### src/hw/rtl/ptq_pkg.sv
// ----------------------------------------------------------------------------
// ptq_pkg
// Shared types, codes and helpers of the periodic timer queue.
// ----------------------------------------------------------------------------
package ptq_pkg;

	localparam int NUM_TIMERS  = 16;
	localparam int IDX_W       = $clog2(NUM_TIMERS);
	localparam int MAX_RESULTS = 16;
	localparam int CNT_W       = $clog2(MAX_RESULTS + 1);
	localparam int SLOT_W      = 4;

	localparam logic [63:0] TIME_NEVER = '1;

	typedef enum logic [2:0] {
		ACT_CREATE = 3'd0,
		ACT_UPDATE = 3'd1,
		ACT_DELETE = 3'd2,
		ACT_TICK   = 3'd3,
		ACT_CBDONE = 3'd4
	} action_t;

	typedef enum logic [1:0] {
		KIND_ACK     = 2'd0,
		KIND_FIRED   = 2'd1,
		KIND_REMOVED = 2'd2
	} kind_t;

	typedef enum logic [1:0] {
		ST_OK      = 2'd0,
		ST_PENDING = 2'd1,
		ST_INVALID = 2'd2,
		ST_FULL    = 2'd3
	} status_t;

	typedef struct packed {
		logic [63:0] expiry;
		logic [31:0] period;
		logic [7:0]  pcount;
	} entry_t;

	function automatic logic [63:0] sat_add(input logic [63:0] a, input logic [31:0] b);
		logic [64:0] s;
		s = {1'b0, a} + {33'd0, b};
		return s[64] ? TIME_NEVER : s[63:0];
	endfunction

endpackage

### src/hw/rtl/ptq_if.sv
// ----------------------------------------------------------------------------
// ptq_req_if / ptq_rsp_if
// Valid/ready channels for requests and results of the timer queue.
// ----------------------------------------------------------------------------
interface ptq_req_if;
	logic        valid;
	logic        ready;
	logic [2:0]  action;
	logic [3:0]  slot;
	logic [31:0] due_ms;
	logic [31:0] period_ms;
	logic        want_notice;

	modport source (output valid, action, slot, due_ms, period_ms, want_notice, input ready);
	modport sink   (input valid, action, slot, due_ms, period_ms, want_notice, output ready);
endinterface

interface ptq_rsp_if;
	logic       valid;
	logic       ready;
	logic [1:0] kind;
	logic [3:0] timer_id;
	logic [1:0] status;
	logic       last;

	modport source (output valid, kind, timer_id, status, last, input ready);
	modport sink   (input valid, kind, timer_id, status, last, output ready);
endinterface

### src/hw/rtl/ptq_table.sv
// ----------------------------------------------------------------------------
// ptq_table
// Per-timer entry store: one write port, one read port, registered read.
// ----------------------------------------------------------------------------
module ptq_table (
	input  logic                  clk,
	input  logic [ptq_pkg::IDX_W-1:0] rd_addr,
	output ptq_pkg::entry_t       rd_data,
	input  logic                  we,
	input  logic [ptq_pkg::IDX_W-1:0] wr_addr,
	input  ptq_pkg::entry_t       wr_data
);
	import ptq_pkg::*;

	entry_t mem [NUM_TIMERS];

	always_ff @(posedge clk) begin
		if (we) begin
			mem[wr_addr] <= wr_data;
		end
		rd_data <= mem[rd_addr];
	end
endmodule

### src/hw/rtl/periodic_timer_queue.sv
// ----------------------------------------------------------------------------
// periodic_timer_queue
// Table of software timers with a millisecond clock, firing in expiry order.
//
// channel  dir  payload
// req      in   action, slot, due_ms, period_ms, want_notice
// rsp      out  kind, timer_id, status, last
//
// Create, update, delete and callback done pass through S_EXEC, waiting there
// on output stalls; a callback done that also reports a removed timer adds S_NOTICE.
// A tick scans every entry for the earliest due timer, fires it through S_PICK,
// S_FIRE and S_FIRE2, and scans again until a scan finds nothing; after a
// sixteenth firing S_FLUSH replaces that final scan.
// The entry store's single read port makes each firing need a full scan.
// Reset clears the clock and the per-timer flags; no clearing pass.
// A stalled rsp holds the sequencer; req is taken only between items.
// ----------------------------------------------------------------------------
module periodic_timer_queue (
	input  logic clk,
	input  logic arst_n,
	ptq_req_if.sink   req,
	ptq_rsp_if.source rsp
);
	import ptq_pkg::*;

	typedef enum logic [2:0] {
		S_IDLE, S_EXEC, S_SCAN, S_PICK, S_FIRE, S_FIRE2, S_FLUSH, S_NOTICE
	} state_t;

	typedef struct packed {
		logic [1:0] kind;
		logic [3:0] timer_id;
		logic [1:0] status;
		logic       last;
	} res_t;

	state_t             state_q;
	logic [2:0]         act_q;
	logic [SLOT_W-1:0]  slot_q;
	logic [31:0]        due_q;
	logic [31:0]        per_in_q;
	logic               notice_in_q;
	logic [63:0]        now_q;
	logic [NUM_TIMERS-1:0] in_use_q, destroyed_q, notice_q, done_q;

	logic [IDX_W:0]     scan_q;
	logic               rd_vld_s1;
	logic [IDX_W-1:0]   rd_idx_s1;
	logic               best_vld_q;
	logic [IDX_W-1:0]   best_q;
	logic [63:0]        best_exp_q;
	logic [CNT_W-1:0]   nfired_q;
	logic               hold_vld_q;
	logic [IDX_W-1:0]   hold_q;
	logic [63:0]        nxt_q;
	logic [31:0]        fper_q;
	logic [7:0]         fpc_q;

	res_t               res_q;
	logic               rsp_valid_q;

	logic [IDX_W-1:0]   rd_addr, wr_addr, cur_idx, free_idx;
	entry_t             rd_e, wr_e;
	logic               we, out_free, slot_ok, full, cand_ok;
	logic [63:0]        fire_exp;

	ptq_table u_table (
		.clk     (clk),
		.rd_addr (rd_addr),
		.rd_data (rd_e),
		.we      (we),
		.wr_addr (wr_addr),
		.wr_data (wr_e)
	);

	assign cur_idx  = IDX_W'(slot_q);
	assign slot_ok  = (int'(slot_q) < NUM_TIMERS) && in_use_q[cur_idx];
	assign full     = &in_use_q;
	assign out_free = !rsp_valid_q || rsp.ready;
	assign req.ready = (state_q == S_IDLE);

	assign rsp.valid    = rsp_valid_q;
	assign rsp.kind     = res_q.kind;
	assign rsp.timer_id = res_q.timer_id;
	assign rsp.status   = res_q.status;
	assign rsp.last     = res_q.last;

	always_comb begin
		free_idx = '0;
		for (int i = NUM_TIMERS - 1; i >= 0; i--) begin
			if (!in_use_q[i]) begin
				free_idx = IDX_W'(i);
			end
		end
	end

	assign cand_ok = rd_vld_s1 && in_use_q[rd_idx_s1] && !destroyed_q[rd_idx_s1]
		&& !done_q[rd_idx_s1] && (rd_e.expiry != TIME_NEVER) && (rd_e.expiry <= now_q);

	assign fire_exp = (fper_q == 32'd0) ? TIME_NEVER :
		(nxt_q < now_q) ? sat_add(now_q, fper_q) : nxt_q;

	always_comb begin
		unique case (state_q)
			S_IDLE:  rd_addr = IDX_W'(req.slot);
			S_SCAN:  rd_addr = scan_q[IDX_W-1:0];
			S_PICK:  rd_addr = best_q;
			default: rd_addr = cur_idx;
		endcase
	end

	always_comb begin
		we      = 1'b0;
		wr_addr = cur_idx;
		wr_e    = rd_e;
		if (state_q == S_EXEC && out_free) begin
			case (act_q)
				ACT_CREATE: begin
					we      = !full;
					wr_addr = free_idx;
					wr_e    = '{expiry: sat_add(now_q, due_q), period: per_in_q, pcount: 8'd0};
				end
				ACT_UPDATE: begin
					we        = slot_ok && (rd_e.expiry != TIME_NEVER);
					wr_e.expiry = sat_add(now_q, due_q);
					wr_e.period = per_in_q;
				end
				ACT_DELETE: begin
					we          = slot_ok;
					wr_e.expiry = TIME_NEVER;
				end
				ACT_CBDONE: begin
					we          = slot_ok && (rd_e.pcount != 8'd0);
					wr_e.pcount = rd_e.pcount - 8'd1;
				end
				default: we = 1'b0;
			endcase
		end else if (state_q == S_FIRE2) begin
			we      = 1'b1;
			wr_addr = best_q;
			wr_e    = '{expiry: fire_exp, period: fper_q, pcount: fpc_q};
		end
	end

	always_ff @(posedge clk or negedge arst_n) begin
		logic emit;
		logic go_notice;
		res_t res_n;
		emit      = 1'b0;
		go_notice = 1'b0;
		res_n     = res_q;
		if (!arst_n) begin
			state_q     <= S_IDLE;
			act_q       <= '0;
			slot_q      <= '0;
			due_q       <= '0;
			per_in_q    <= '0;
			notice_in_q <= 1'b0;
			now_q       <= '0;
			in_use_q    <= '0;
			destroyed_q <= '0;
			notice_q    <= '0;
			done_q      <= '0;
			rsp_valid_q <= 1'b0;
			res_q       <= '0;
			rd_vld_s1   <= 1'b0;
			rd_idx_s1   <= '0;
			best_vld_q  <= 1'b0;
			best_q      <= '0;
			best_exp_q  <= '0;
			hold_vld_q  <= 1'b0;
			hold_q      <= '0;
			nxt_q       <= '0;
			fper_q      <= '0;
			fpc_q       <= '0;
			nfired_q    <= '0;
			scan_q      <= '0;
		end else begin
			rd_vld_s1 <= (state_q == S_SCAN) && (int'(scan_q) < NUM_TIMERS);
			rd_idx_s1 <= scan_q[IDX_W-1:0];

			unique case (state_q)
				S_IDLE: begin
					if (req.valid) begin
						act_q       <= req.action;
						slot_q      <= req.slot;
						due_q       <= req.due_ms;
						per_in_q    <= req.period_ms;
						notice_in_q <= req.want_notice;
						state_q     <= S_EXEC;
					end
				end
				S_EXEC: begin
					if (act_q == ACT_TICK) begin
						if (now_q != TIME_NEVER) begin
							now_q <= now_q + 64'd1;
						end
						done_q     <= '0;
						nfired_q   <= '0;
						hold_vld_q <= 1'b0;
						best_vld_q <= 1'b0;
						scan_q     <= '0;
						state_q    <= S_SCAN;
					end else if (out_free) begin
						emit  = 1'b1;
						res_n = '{kind: KIND_ACK, timer_id: slot_q, status: ST_INVALID,
							last: 1'b1};
						case (act_q)
							ACT_CREATE: begin
								if (full) begin
									res_n = '{KIND_ACK, 4'd0, ST_FULL, 1'b1};
								end else begin
									in_use_q[free_idx]    <= 1'b1;
									destroyed_q[free_idx] <= 1'b0;
									notice_q[free_idx]    <= 1'b0;
									res_n = '{KIND_ACK, 4'(free_idx), ST_OK, 1'b1};
								end
							end
							ACT_UPDATE: begin
								if (slot_ok) begin
									res_n.status = ST_OK;
								end
							end
							ACT_DELETE: begin
								if (slot_ok) begin
									res_n.status = (notice_in_q && rd_e.pcount == 8'd0) ?
										ST_OK : ST_PENDING;
									if (rd_e.pcount == 8'd0) begin
										in_use_q[cur_idx]    <= 1'b0;
										destroyed_q[cur_idx] <= 1'b0;
										notice_q[cur_idx]    <= 1'b0;
									end else begin
										destroyed_q[cur_idx] <= 1'b1;
										notice_q[cur_idx]    <= notice_in_q;
									end
								end
							end
							ACT_CBDONE: begin
								if (slot_ok && rd_e.pcount != 8'd0) begin
									res_n.status = ST_OK;
									if (destroyed_q[cur_idx] && rd_e.pcount == 8'd1) begin
										in_use_q[cur_idx]    <= 1'b0;
										destroyed_q[cur_idx] <= 1'b0;
										notice_q[cur_idx]    <= 1'b0;
										if (notice_q[cur_idx]) begin
											res_n.last = 1'b0;
											go_notice  = 1'b1;
										end
									end
								end
							end
							default: res_n.timer_id = 4'd0;
						endcase
						res_q   <= res_n;
						state_q <= go_notice ? S_NOTICE : S_IDLE;
					end
				end
				S_NOTICE: begin
					if (out_free) begin
						emit    = 1'b1;
						res_q   <= '{KIND_REMOVED, 4'(slot_q), ST_OK, 1'b1};
						state_q <= S_IDLE;
					end
				end
				S_SCAN: begin
					if (int'(scan_q) < NUM_TIMERS) begin
						scan_q <= scan_q + 1'b1;
					end
					if (cand_ok && (!best_vld_q || rd_e.expiry < best_exp_q)) begin
						best_vld_q <= 1'b1;
						best_q     <= rd_idx_s1;
						best_exp_q <= rd_e.expiry;
					end
					if (int'(scan_q) >= NUM_TIMERS && !rd_vld_s1) begin
						state_q <= S_PICK;
					end
				end
				S_PICK: begin
					if (out_free) begin
						if (best_vld_q) begin
							if (hold_vld_q) begin
								emit       = 1'b1;
								res_q      <= '{KIND_FIRED, 4'(hold_q), ST_OK, 1'b0};
								hold_vld_q <= 1'b0;
							end
							state_q <= S_FIRE;
						end else begin
							emit  = 1'b1;
							res_q <= hold_vld_q ? '{KIND_FIRED, 4'(hold_q), ST_OK, 1'b1} :
								'{KIND_ACK, 4'd0, ST_OK, 1'b1};
							hold_vld_q <= 1'b0;
							state_q    <= S_IDLE;
						end
					end
				end
				S_FIRE: begin
					nxt_q   <= sat_add(rd_e.expiry, rd_e.period);
					fper_q  <= rd_e.period;
					fpc_q   <= (rd_e.pcount == 8'hFF) ? rd_e.pcount : rd_e.pcount + 8'd1;
					state_q <= S_FIRE2;
				end
				S_FIRE2: begin
					done_q[best_q] <= 1'b1;
					hold_q         <= best_q;
					hold_vld_q     <= 1'b1;
					nfired_q       <= nfired_q + 1'b1;
					best_vld_q     <= 1'b0;
					scan_q         <= '0;
					state_q <= (int'(nfired_q) == MAX_RESULTS - 1) ? S_FLUSH : S_SCAN;
				end
				S_FLUSH: begin
					if (out_free) begin
						emit       = 1'b1;
						res_q      <= '{KIND_FIRED, 4'(hold_q), ST_OK, 1'b1};
						hold_vld_q <= 1'b0;
						state_q    <= S_IDLE;
					end
				end
				default: state_q <= S_IDLE;
			endcase

			if (emit) begin
				rsp_valid_q <= 1'b1;
			end else if (rsp.ready) begin
				rsp_valid_q <= 1'b0;
			end
		end
	end

	a_now_monotonic: assert property (@(posedge clk) disable iff (!arst_n)
		now_q >= $past(now_q)) else $error("clock moved backward");

	a_fire_has_best: assert property (@(posedge clk) disable iff (!arst_n)
		state_q == S_FIRE |-> best_vld_q && !done_q[best_q])
		else $error("firing without an eligible timer");

	a_fire_count: assert property (@(posedge clk) disable iff (!arst_n)
		int'(nfired_q) <= MAX_RESULTS) else $error("too many firings in one tick");

	a_idle_no_hold: assert property (@(posedge clk) disable iff (!arst_n)
		req.valid && req.ready |-> !hold_vld_q) else $error("held result lost");

	a_fired_marked: assert property (@(posedge clk) disable iff (!arst_n)
		state_q == S_FIRE2 |=> done_q[hold_q] && hold_vld_q)
		else $error("fired timer not marked");
endmodule
### src/flat_wrapper.sv
// flat-port wrapper written by rule: the top's interface ports become plain ports
module periodic_timer_queue_flat import ptq_pkg::*;
  (clk, arst_n, req_valid, req_action, req_slot, req_due_ms, req_period_ms, req_want_notice, req_ready, rsp_valid, rsp_kind, rsp_timer_id, rsp_status, rsp_last, rsp_ready);
  ptq_req_if req_i ();
  ptq_rsp_if rsp_i ();
  input  logic clk;
  input  logic arst_n;
  input wire logic [$bits(req_i.valid)-1:0] req_valid;
  input wire logic [$bits(req_i.action)-1:0] req_action;
  input wire logic [$bits(req_i.slot)-1:0] req_slot;
  input wire logic [$bits(req_i.due_ms)-1:0] req_due_ms;
  input wire logic [$bits(req_i.period_ms)-1:0] req_period_ms;
  input wire logic [$bits(req_i.want_notice)-1:0] req_want_notice;
  output wire logic [$bits(req_i.ready)-1:0] req_ready;
  output wire logic [$bits(rsp_i.valid)-1:0] rsp_valid;
  output wire logic [$bits(rsp_i.kind)-1:0] rsp_kind;
  output wire logic [$bits(rsp_i.timer_id)-1:0] rsp_timer_id;
  output wire logic [$bits(rsp_i.status)-1:0] rsp_status;
  output wire logic [$bits(rsp_i.last)-1:0] rsp_last;
  input wire logic [$bits(rsp_i.ready)-1:0] rsp_ready;
  assign req_i.valid = req_valid;
  assign req_i.action = req_action;
  assign req_i.slot = req_slot;
  assign req_i.due_ms = req_due_ms;
  assign req_i.period_ms = req_period_ms;
  assign req_i.want_notice = req_want_notice;
  assign req_ready = req_i.ready;
  assign rsp_valid = rsp_i.valid;
  assign rsp_kind = rsp_i.kind;
  assign rsp_timer_id = rsp_i.timer_id;
  assign rsp_status = rsp_i.status;
  assign rsp_last = rsp_i.last;
  assign rsp_i.ready = rsp_ready;
  periodic_timer_queue u_core (.clk(clk), .arst_n(arst_n), .req(req_i), .rsp(rsp_i));
endmodule
### config.mk
export PLATFORM = sky130hd
export DESIGN_NAME = periodic_timer_queue_flat
export DESIGN_NICKNAME = d
export VERILOG_FILES = /design/src/hw/rtl/ptq_pkg.sv /design/src/hw/rtl/ptq_if.sv /design/src/hw/rtl/ptq_table.sv /design/src/hw/rtl/periodic_timer_queue.sv /design/src/flat_wrapper.sv
export SDC_FILE = /design/constraint.sdc
export NUM_CORES = 2
export LEC_CHECK = 0
export BUFFER_PORTS_ARGS = -buffer_cell sky130_fd_sc_hd__clkbuf_2
export CORE_ASPECT_RATIO = 0.9
export CORE_MARGIN = 3
export CORE_UTILIZATION = 46
export DETAILED_ROUTE_END_ITERATION = 6
export SYNTH_ARGS = -nofsm -noshare
export SYNTH_HDL_FRONTEND = slang
export SYNTH_SLANG_ARGS = --single-unit
### constraint.sdc
create_clock -name clk -period 11.9 [get_ports clk]
set_input_delay 1.19 -clock clk [delete_from_list [all_inputs] [get_ports clk]]
set_output_delay 1.19 -clock clk [all_outputs]
set_load 0.005 [all_outputs]
# Word level (Yosys, flattened, before mapping)
# Memories as Yosys holds them, arrays and structs flattened. A register that Yosys moved wholly into a read port is not among the register bits.
# Index checks and enable logic that the tools add are counted.
# classes
eq_ne,35
order_cmp,12
bitwise,11
muxes,128
n_reduce_logical,51
addsub,8
# op_table
cell,count
two-way mux 64 bit,5
two-way mux 16 bit,16
two-way mux 104 bit,2
adder 64 x 32 -> 65 bit,3
case mux 16 bit (3 select lines),3
less-than comparator 64 bit,2
!= test 64 bit (second input constant),2
case mux 64 bit (2 select lines),1
AND 16 bit,5
two-way mux 4 bit,19
adder 64 x 1 -> 64 bit (second input constant),1
less-or-equal comparator 64 bit,1
two-way mux 9 bit,7
bitwise OR 16 bit,3
case mux 9 bit (4 select lines),1
two-way mux 1 bit,33
zero test 32 bit,1
two-way mux 32 bit,1
NOT 16 bit,2
case mux 16 bit (2 select lines),1
two-way mux 3 bit,10
binary-select mux 1 bit (select 4 bit),6
case mux 3 bit (7 select lines),1
less-than comparator 4 x 5 -> 1 bit (second input constant),4
other kinds (50),115
# word_totals
ram_bits,1664
regBits,406
inputBits,76
out_inout_bits,11
mem_count,1
# memory_table
name,depth,word_bits,read_ports,rd_ports_with_merged_regs,write_ports,line,source
u_core.u_table.mem,16,104,1,1,1,ptq_table.sv:15,entry_t mem [NUM_TIMERS];

# Logic depth before layout (Yosys ltp)
# logic_depth
depth_word,24
ltp_mapped,14

# Cells and area by module
# A second synthesis with hierarchy kept.
# unflattened
cells_unflattened,6392
hier_area_um2,96169.7
# modules_own_cells
mod,cells_each,area_per_inst_um2,n_inst
ptq_table,2662,64257.9,1
periodic_timer_queue,3730,31911.9,1

# Least setup slack after synthesis
# Ideal clock, no wire load.
# synth_timing
kind,input to register
start,input rsp_ready
end,"memory u_core.u_table.mem[2][0] (netlist name), enable pin"
path_slack_ps,4424
required_time_ps,11332
cell_stages,7
t_arrival_ps,6907
cell_sequence,nand2b_1 > nand3_1 > clkbuf_1 > nor2_1 > a222oi_1 > nand3_1 > nor2_1
# synth_via
elab_chain_cells,5
elab_cells_between_ends,6
classes_between,4 x mux; 2 x reduce/logical
# synth_lines
element,line,source
from (decl),flat_wrapper.sv:20,input wire logic [$bits(rsp_i.ready)-1:0] rsp_ready;
logical OR 1 bit (*),periodic_timer_queue.sv:79,assign out_free = !rsp_valid_q || rsp.ready;
logical AND 1 bit (*),periodic_timer_queue.sv:116,if (state_q == S_EXEC && out_free) begin
two-way mux 1 bit,periodic_timer_queue.sv:116,
two-way mux 1 bit,ptq_table.sv:18,if (we) begin
two-way mux 1 bit (implied by the code),ptq_table.sv:19,mem[wr_addr] <= wr_data;
to (decl),ptq_table.sv:15,
# Mark *: on every way between the ends. The rest lies on a longest branch, timed or not.

==> impl_results.rst <==
.. list-table::
   :header-rows: 1

   * - Metric
     - Value
   * - Run status
     - complete, no violations
   * - R2R Path End
     - u_core.u_table.mem[14][89]
   * - Slew at the pin closest to its max-slew limit
     - 1.34 ns
   * - Final period util
     - 0.480
   * - Detailed Route WL
     - 270000 um
   * - Sequential-to-total area share from yosys stat
     - 0.644
   * - Final count of pins violating max slew
     - 0
   * - Overflow left after global routing
     - 0
   * - Initial Util
     - 0.466
   * - Net count of the mapped netlist
     - 6795
   * - Xor/xnor share of the synthesized area
     - 0.0209
   * - Synthesized flop and latch total
     - 2174
   * - Number of buffers added on ports
     - 86
   * - Required time at the worst-slack endpoint
     - 12.40 ns
   * - Wirelength per Cell
     - 28.6 um
   * - DRC violations left
     - 0
   * - Leading cell types by total area after synthesis
     - sky130_fd_sc_hd__edfxtp_1, sky130_fd_sc_hd__dfrtp_1, sky130_fd_sc_hd__mux4_2
   * - Count of pins on the block boundary
     - 87
   * - Initial antenna violation count
     - 1
   * - Register-to-register setup slack
     - 6.19 ns
   * - Area fraction of the dominant cell type after synthesis
     - 0.517
   * - Post-route non-filler standard cell count
     - 9456
   * - Most common cell after layout, fill and taps aside
     - sky130_fd_sc_hd__edfxtp_1
   * - Number of global-route vias before repair
     - 58100
   * - Clock root buffer
     - sky130_fd_sc_hd__clkbuf_16
   * - Area fraction in compound gates after synthesis
     - 0.0813
   * - Path type of the worst setup path
     - register to register
   * - Worst Reg2Reg Path Length in Cells
     - 11
   * - Vias
     - 58200
   * - Gate count after technology mapping
     - 6423
   * - Global-route wire length before repair
     - 399000 um
   * - Violation count after the first detailed-routing iteration
     - 5347
   * - Cell area after placement
     - 101000 um^2
   * - Commonest non-fill, non-tap cells in the layout
     - sky130_fd_sc_hd__edfxtp_1, sky130_fd_sc_hd__mux4_2, sky130_fd_sc_hd__dfrtp_1
   * - Critical path buffers and inverters
     - 2
   * - Post-synthesis average cell area
     - 15.0 um^2
   * - Clock buffer depth
     - 3
   * - Library cells used by synthesis
     - 89
   * - Max stage delay cell, worst path
     - sky130_fd_sc_hd__nor4_1
   * - Kind of end point of the critical path
     - register
   * - Reg-to-reg startpoint
     - u_core.now_q[58]
   * - Most common flop cell mapped by yosys
     - sky130_fd_sc_hd__edfxtp_1
   * - Final Cell Area
     - 108000 um^2
   * - Final-layout setup total negative slack
     - 0 ns
   * - CP dominant cell by count
     - sky130_fd_sc_hd__nand4_1
   * - Post-synth EDFFs
     - 1664
   * - Pin count of the biggest net entering global routing
     - 135
   * - LEAKAGE
     - 37.7 nW
   * - Cts bufs inserted
     - 214
   * - Setup violation total in the final timing report
     - 0
   * - WP data arrival
     - 6.22 ns
   * - Critical path startpoint category
     - register
   * - Fmax
     - 175 MHz
   * - Clock Skews
     - 0.0459 ns
   * - CTS resizes
     - 0
   * - Post-layout total power
     - 0.0306 W
   * - Die outline area
     - 216000 um^2
   * - # rows
     - 158
   * - Mux contribution to synthesized area
     - 0.129
   * - Class of the most critical hold timing path
     - input pin to async pin
   * - Post-detailed-route count of antenna-violating nets
     - 0
   * - Nets
     - 6915
   * - Worst Setup Slack post-DPL
     - 6.32 ns
   * - Maximum vdd ir drop
     - 331 uV
   * - Post-synthesis adder-cell area fraction
     - 0.0386
   * - Final period demand of the worst path
     - 5.71 ns
   * - Number of iterations in the first detailed-routing pass
     - 5
   * - Half-perimeter wire length after detailed placement
     - 172000 um
   * - Synth-to-layout area growth
     - 11.9%
   * - Cell accounting for the most synthesized area
     - sky130_fd_sc_hd__edfxtp_1
   * - Global-route total usage across every layer
     - 0.251
   * - Max incr delay on CP
     - 1.05 ns
   * - Headroom to the max-slew limit
     - 0.102
   * - Cell family contributing the most delay on the critical path
     - simple AND/OR/NAND/NOR gates
   * - Htree depth
     - 4
   * - Simple logic cell fraction of the synthesized area
     - 0.0654
   * - Critical path fanouts, max
     - 16
   * - Sink Count
     - 2174
   * - Mapped Area
     - 96600 um^2
   * - Unrepaired setup endpoints after global routing
     - no
   * - Total of hold buffers inserted after clock tree synthesis
     - 0
   * - Power per Cell Area
     - 283 nW/um^2
   * - Overall die height
     - 441 um
   * - Largest family of logic cells by synthesized area
     - multiplexers
   * - Warnings from Yosys
     - 0
   * - Area of the core region
     - 207000 um^2
   * - Number of setup buffers added after CTS
     - 0
   * - Share of async-settable or async-resettable flops after synthesis
     - 0.187
   * - Area of the multi-input gates
     - 32700 um^2
   * - TritonCTS clock tree
     - yes
   * - Share of final-layout standard cells stronger than drive strength 1
     - 0.177
   * - Series of cell instances along the critical path
     - inv_1 > ha_1 > nand4_1 > or4_1 > nor4_1 > nand4_1 > o221ai_1 > and3b_1 > buf_4 > a221o_1 > a21oi_1
   * - Final GP Congestion
     - 0.988
   * - Worst-Skew Late Latency
     - 0.89 ns
   * - Worst setup margin
     - 6.19 ns
   * - Final hold violation count
     - 0
   * - Layout fillers
     - 17000
   * - Sequential cell area
     - 62200 um^2
   * - Via-to-Cell Ratio
     - 6.15
   * - Die X
     - 489 um
   * - Maximum Capacitance Violations
     - 0
   * - Placed cell count
     - 9046
   * - Clock slew at reported path FFs
     - 0.07 ns
==> power by group <==
part           internal (W)  switching [W]  total (W)
combinational       0.00479        0.00722     0.0120
clock               0.00419        0.00296    0.00715
sequential           0.0105        0.00100     0.0115
total                0.0194         0.0112     0.0306
==> per-stage QoR <==
stage           util  hold slack [ns]
2_1_floorplan      -            0.411
3_3_place_gp   0.485            0.460
3_5_place_dp   0.485            0.468
4_1_cts        0.521            0.293
5_1_grt        0.521            0.318
6_report       0.521            0.280
==> sequential cells by signal, indices dropped and copies added (netlist names), 32 cells and up <==
name and flops:
u_core.fper_q 32, u_core.best_exp_q 64, u_core.u_table.rd_data 104, u_core.u_table.mem 1664, u_core.per_in_q 32, u_core.due_q 32
u_core.nxt_q 64, u_core.now_q 64
==> area by class of cell <==
| type | instances | area share |
|---|---|---|
| clock inverter | 113 | 0.0141 |
| timing repair buffer | 226 | 0.0151 |
| clock buffer | 295 | 0.0551 |
| antenna | 1 | 0.0000231 |
| sequential | 2174 | 0.575 |
| tap | 2720 | 0.0315 |
| multi-input combinational | 3740 | 0.302 |
| inverter | 187 | 0.00649 |
==> per-layer routing <==
| metal | part of all wire | global-route usage | routed length, um |
|---|---|---|---|
| met4 | 0.031 | 0.0773 | 8320 |
| met1 | 0.43 | 0.354 | 117000 |
| met5 | 0 | 0 | 0 |
| met2 | 0.47 | 0.402 | 128000 |
| met3 | 0.063 | 0.0413 | 17000 |
==> worst max path at each step <==
stage	from	to	slack, ns	cells after the start
2_1_floorplan	rsp_ready	u_core.u_table.mem[2][0]	4.42	7
3_3_place_gp	rsp_ready	u_core.u_table.mem[2][34]	6.35	11
3_5_place_dp	rsp_ready	u_core.u_table.mem[2][35]	6.32	11
4_1_cts	u_core.now_q[1]	u_core.u_table.mem[2][74]	6.34	12
5_1_grt	u_core.now_q[57]	u_core.u_table.mem[14][89]	5.95	11
6_report	u_core.now_q[58]	u_core.u_table.mem[14][89]	6.19	11
==> kinds of logic (layout without fill, tap and decap cells) <==
logic type / count (synthesis) / count (layout)
xor+xnor: 231 / 231
simple gates: 1309 / 1309
other cells: 0 / 1
flops: 2174 / 2174
mux: 687 / 687
fa+ha+maj: 296 / 296
buf+inv: 509 / 821
compound gates: 1217 / 1217
==> cell usage after synthesis, types with 15 or more instances <==
| cell | instances |
|---|---|
| sky130_fd_sc_hd__a22o_1 | 15 |
| sky130_fd_sc_hd__buf_2 | 65 |
| sky130_fd_sc_hd__and3_1 | 39 |
| sky130_fd_sc_hd__o221ai_1 | 59 |
| sky130_fd_sc_hd__xnor2_1 | 174 |
| sky130_fd_sc_hd__o21ai_0 | 206 |
| sky130_fd_sc_hd__ha_1 | 293 |
| sky130_fd_sc_hd__mux2_2 | 126 |
| sky130_fd_sc_hd__o211ai_1 | 25 |
| sky130_fd_sc_hd__mux4_2 | 432 |
| sky130_fd_sc_hd__nor4_1 | 37 |
| sky130_fd_sc_hd__o21a_1 | 21 |
| sky130_fd_sc_hd__nor2_1 | 390 |
| sky130_fd_sc_hd__dfxtp_1 | 104 |
| sky130_fd_sc_hd__nand3_1 | 92 |
| sky130_fd_sc_hd__buf_1 | 18 |
| sky130_fd_sc_hd__a221o_1 | 15 |
| sky130_fd_sc_hd__nor2b_1 | 135 |
| sky130_fd_sc_hd__nand4_1 | 87 |
| sky130_fd_sc_hd__mux2_1 | 18 |
| sky130_fd_sc_hd__o22ai_1 | 103 |
| sky130_fd_sc_hd__nor3_1 | 57 |
| sky130_fd_sc_hd__a21o_1 | 73 |
| sky130_fd_sc_hd__clkbuf_1 | 231 |
| sky130_fd_sc_hd__inv_1 | 181 |
| sky130_fd_sc_hd__nand2b_1 | 24 |
| sky130_fd_sc_hd__or2_2 | 15 |
| sky130_fd_sc_hd__a211oi_1 | 149 |
| sky130_fd_sc_hd__a21oi_1 | 353 |
| sky130_fd_sc_hd__edfxtp_1 | 1664 |
| sky130_fd_sc_hd__dfrtp_1 | 406 |
| sky130_fd_sc_hd__xor2_1 | 57 |
| sky130_fd_sc_hd__a31oi_1 | 46 |
| sky130_fd_sc_hd__nand2_1 | 338 |
| sky130_fd_sc_hd__mux2i_1 | 111 |
| sky130_fd_sc_hd__and2_1 | 19 |
(Power assumes the default switching activity.)
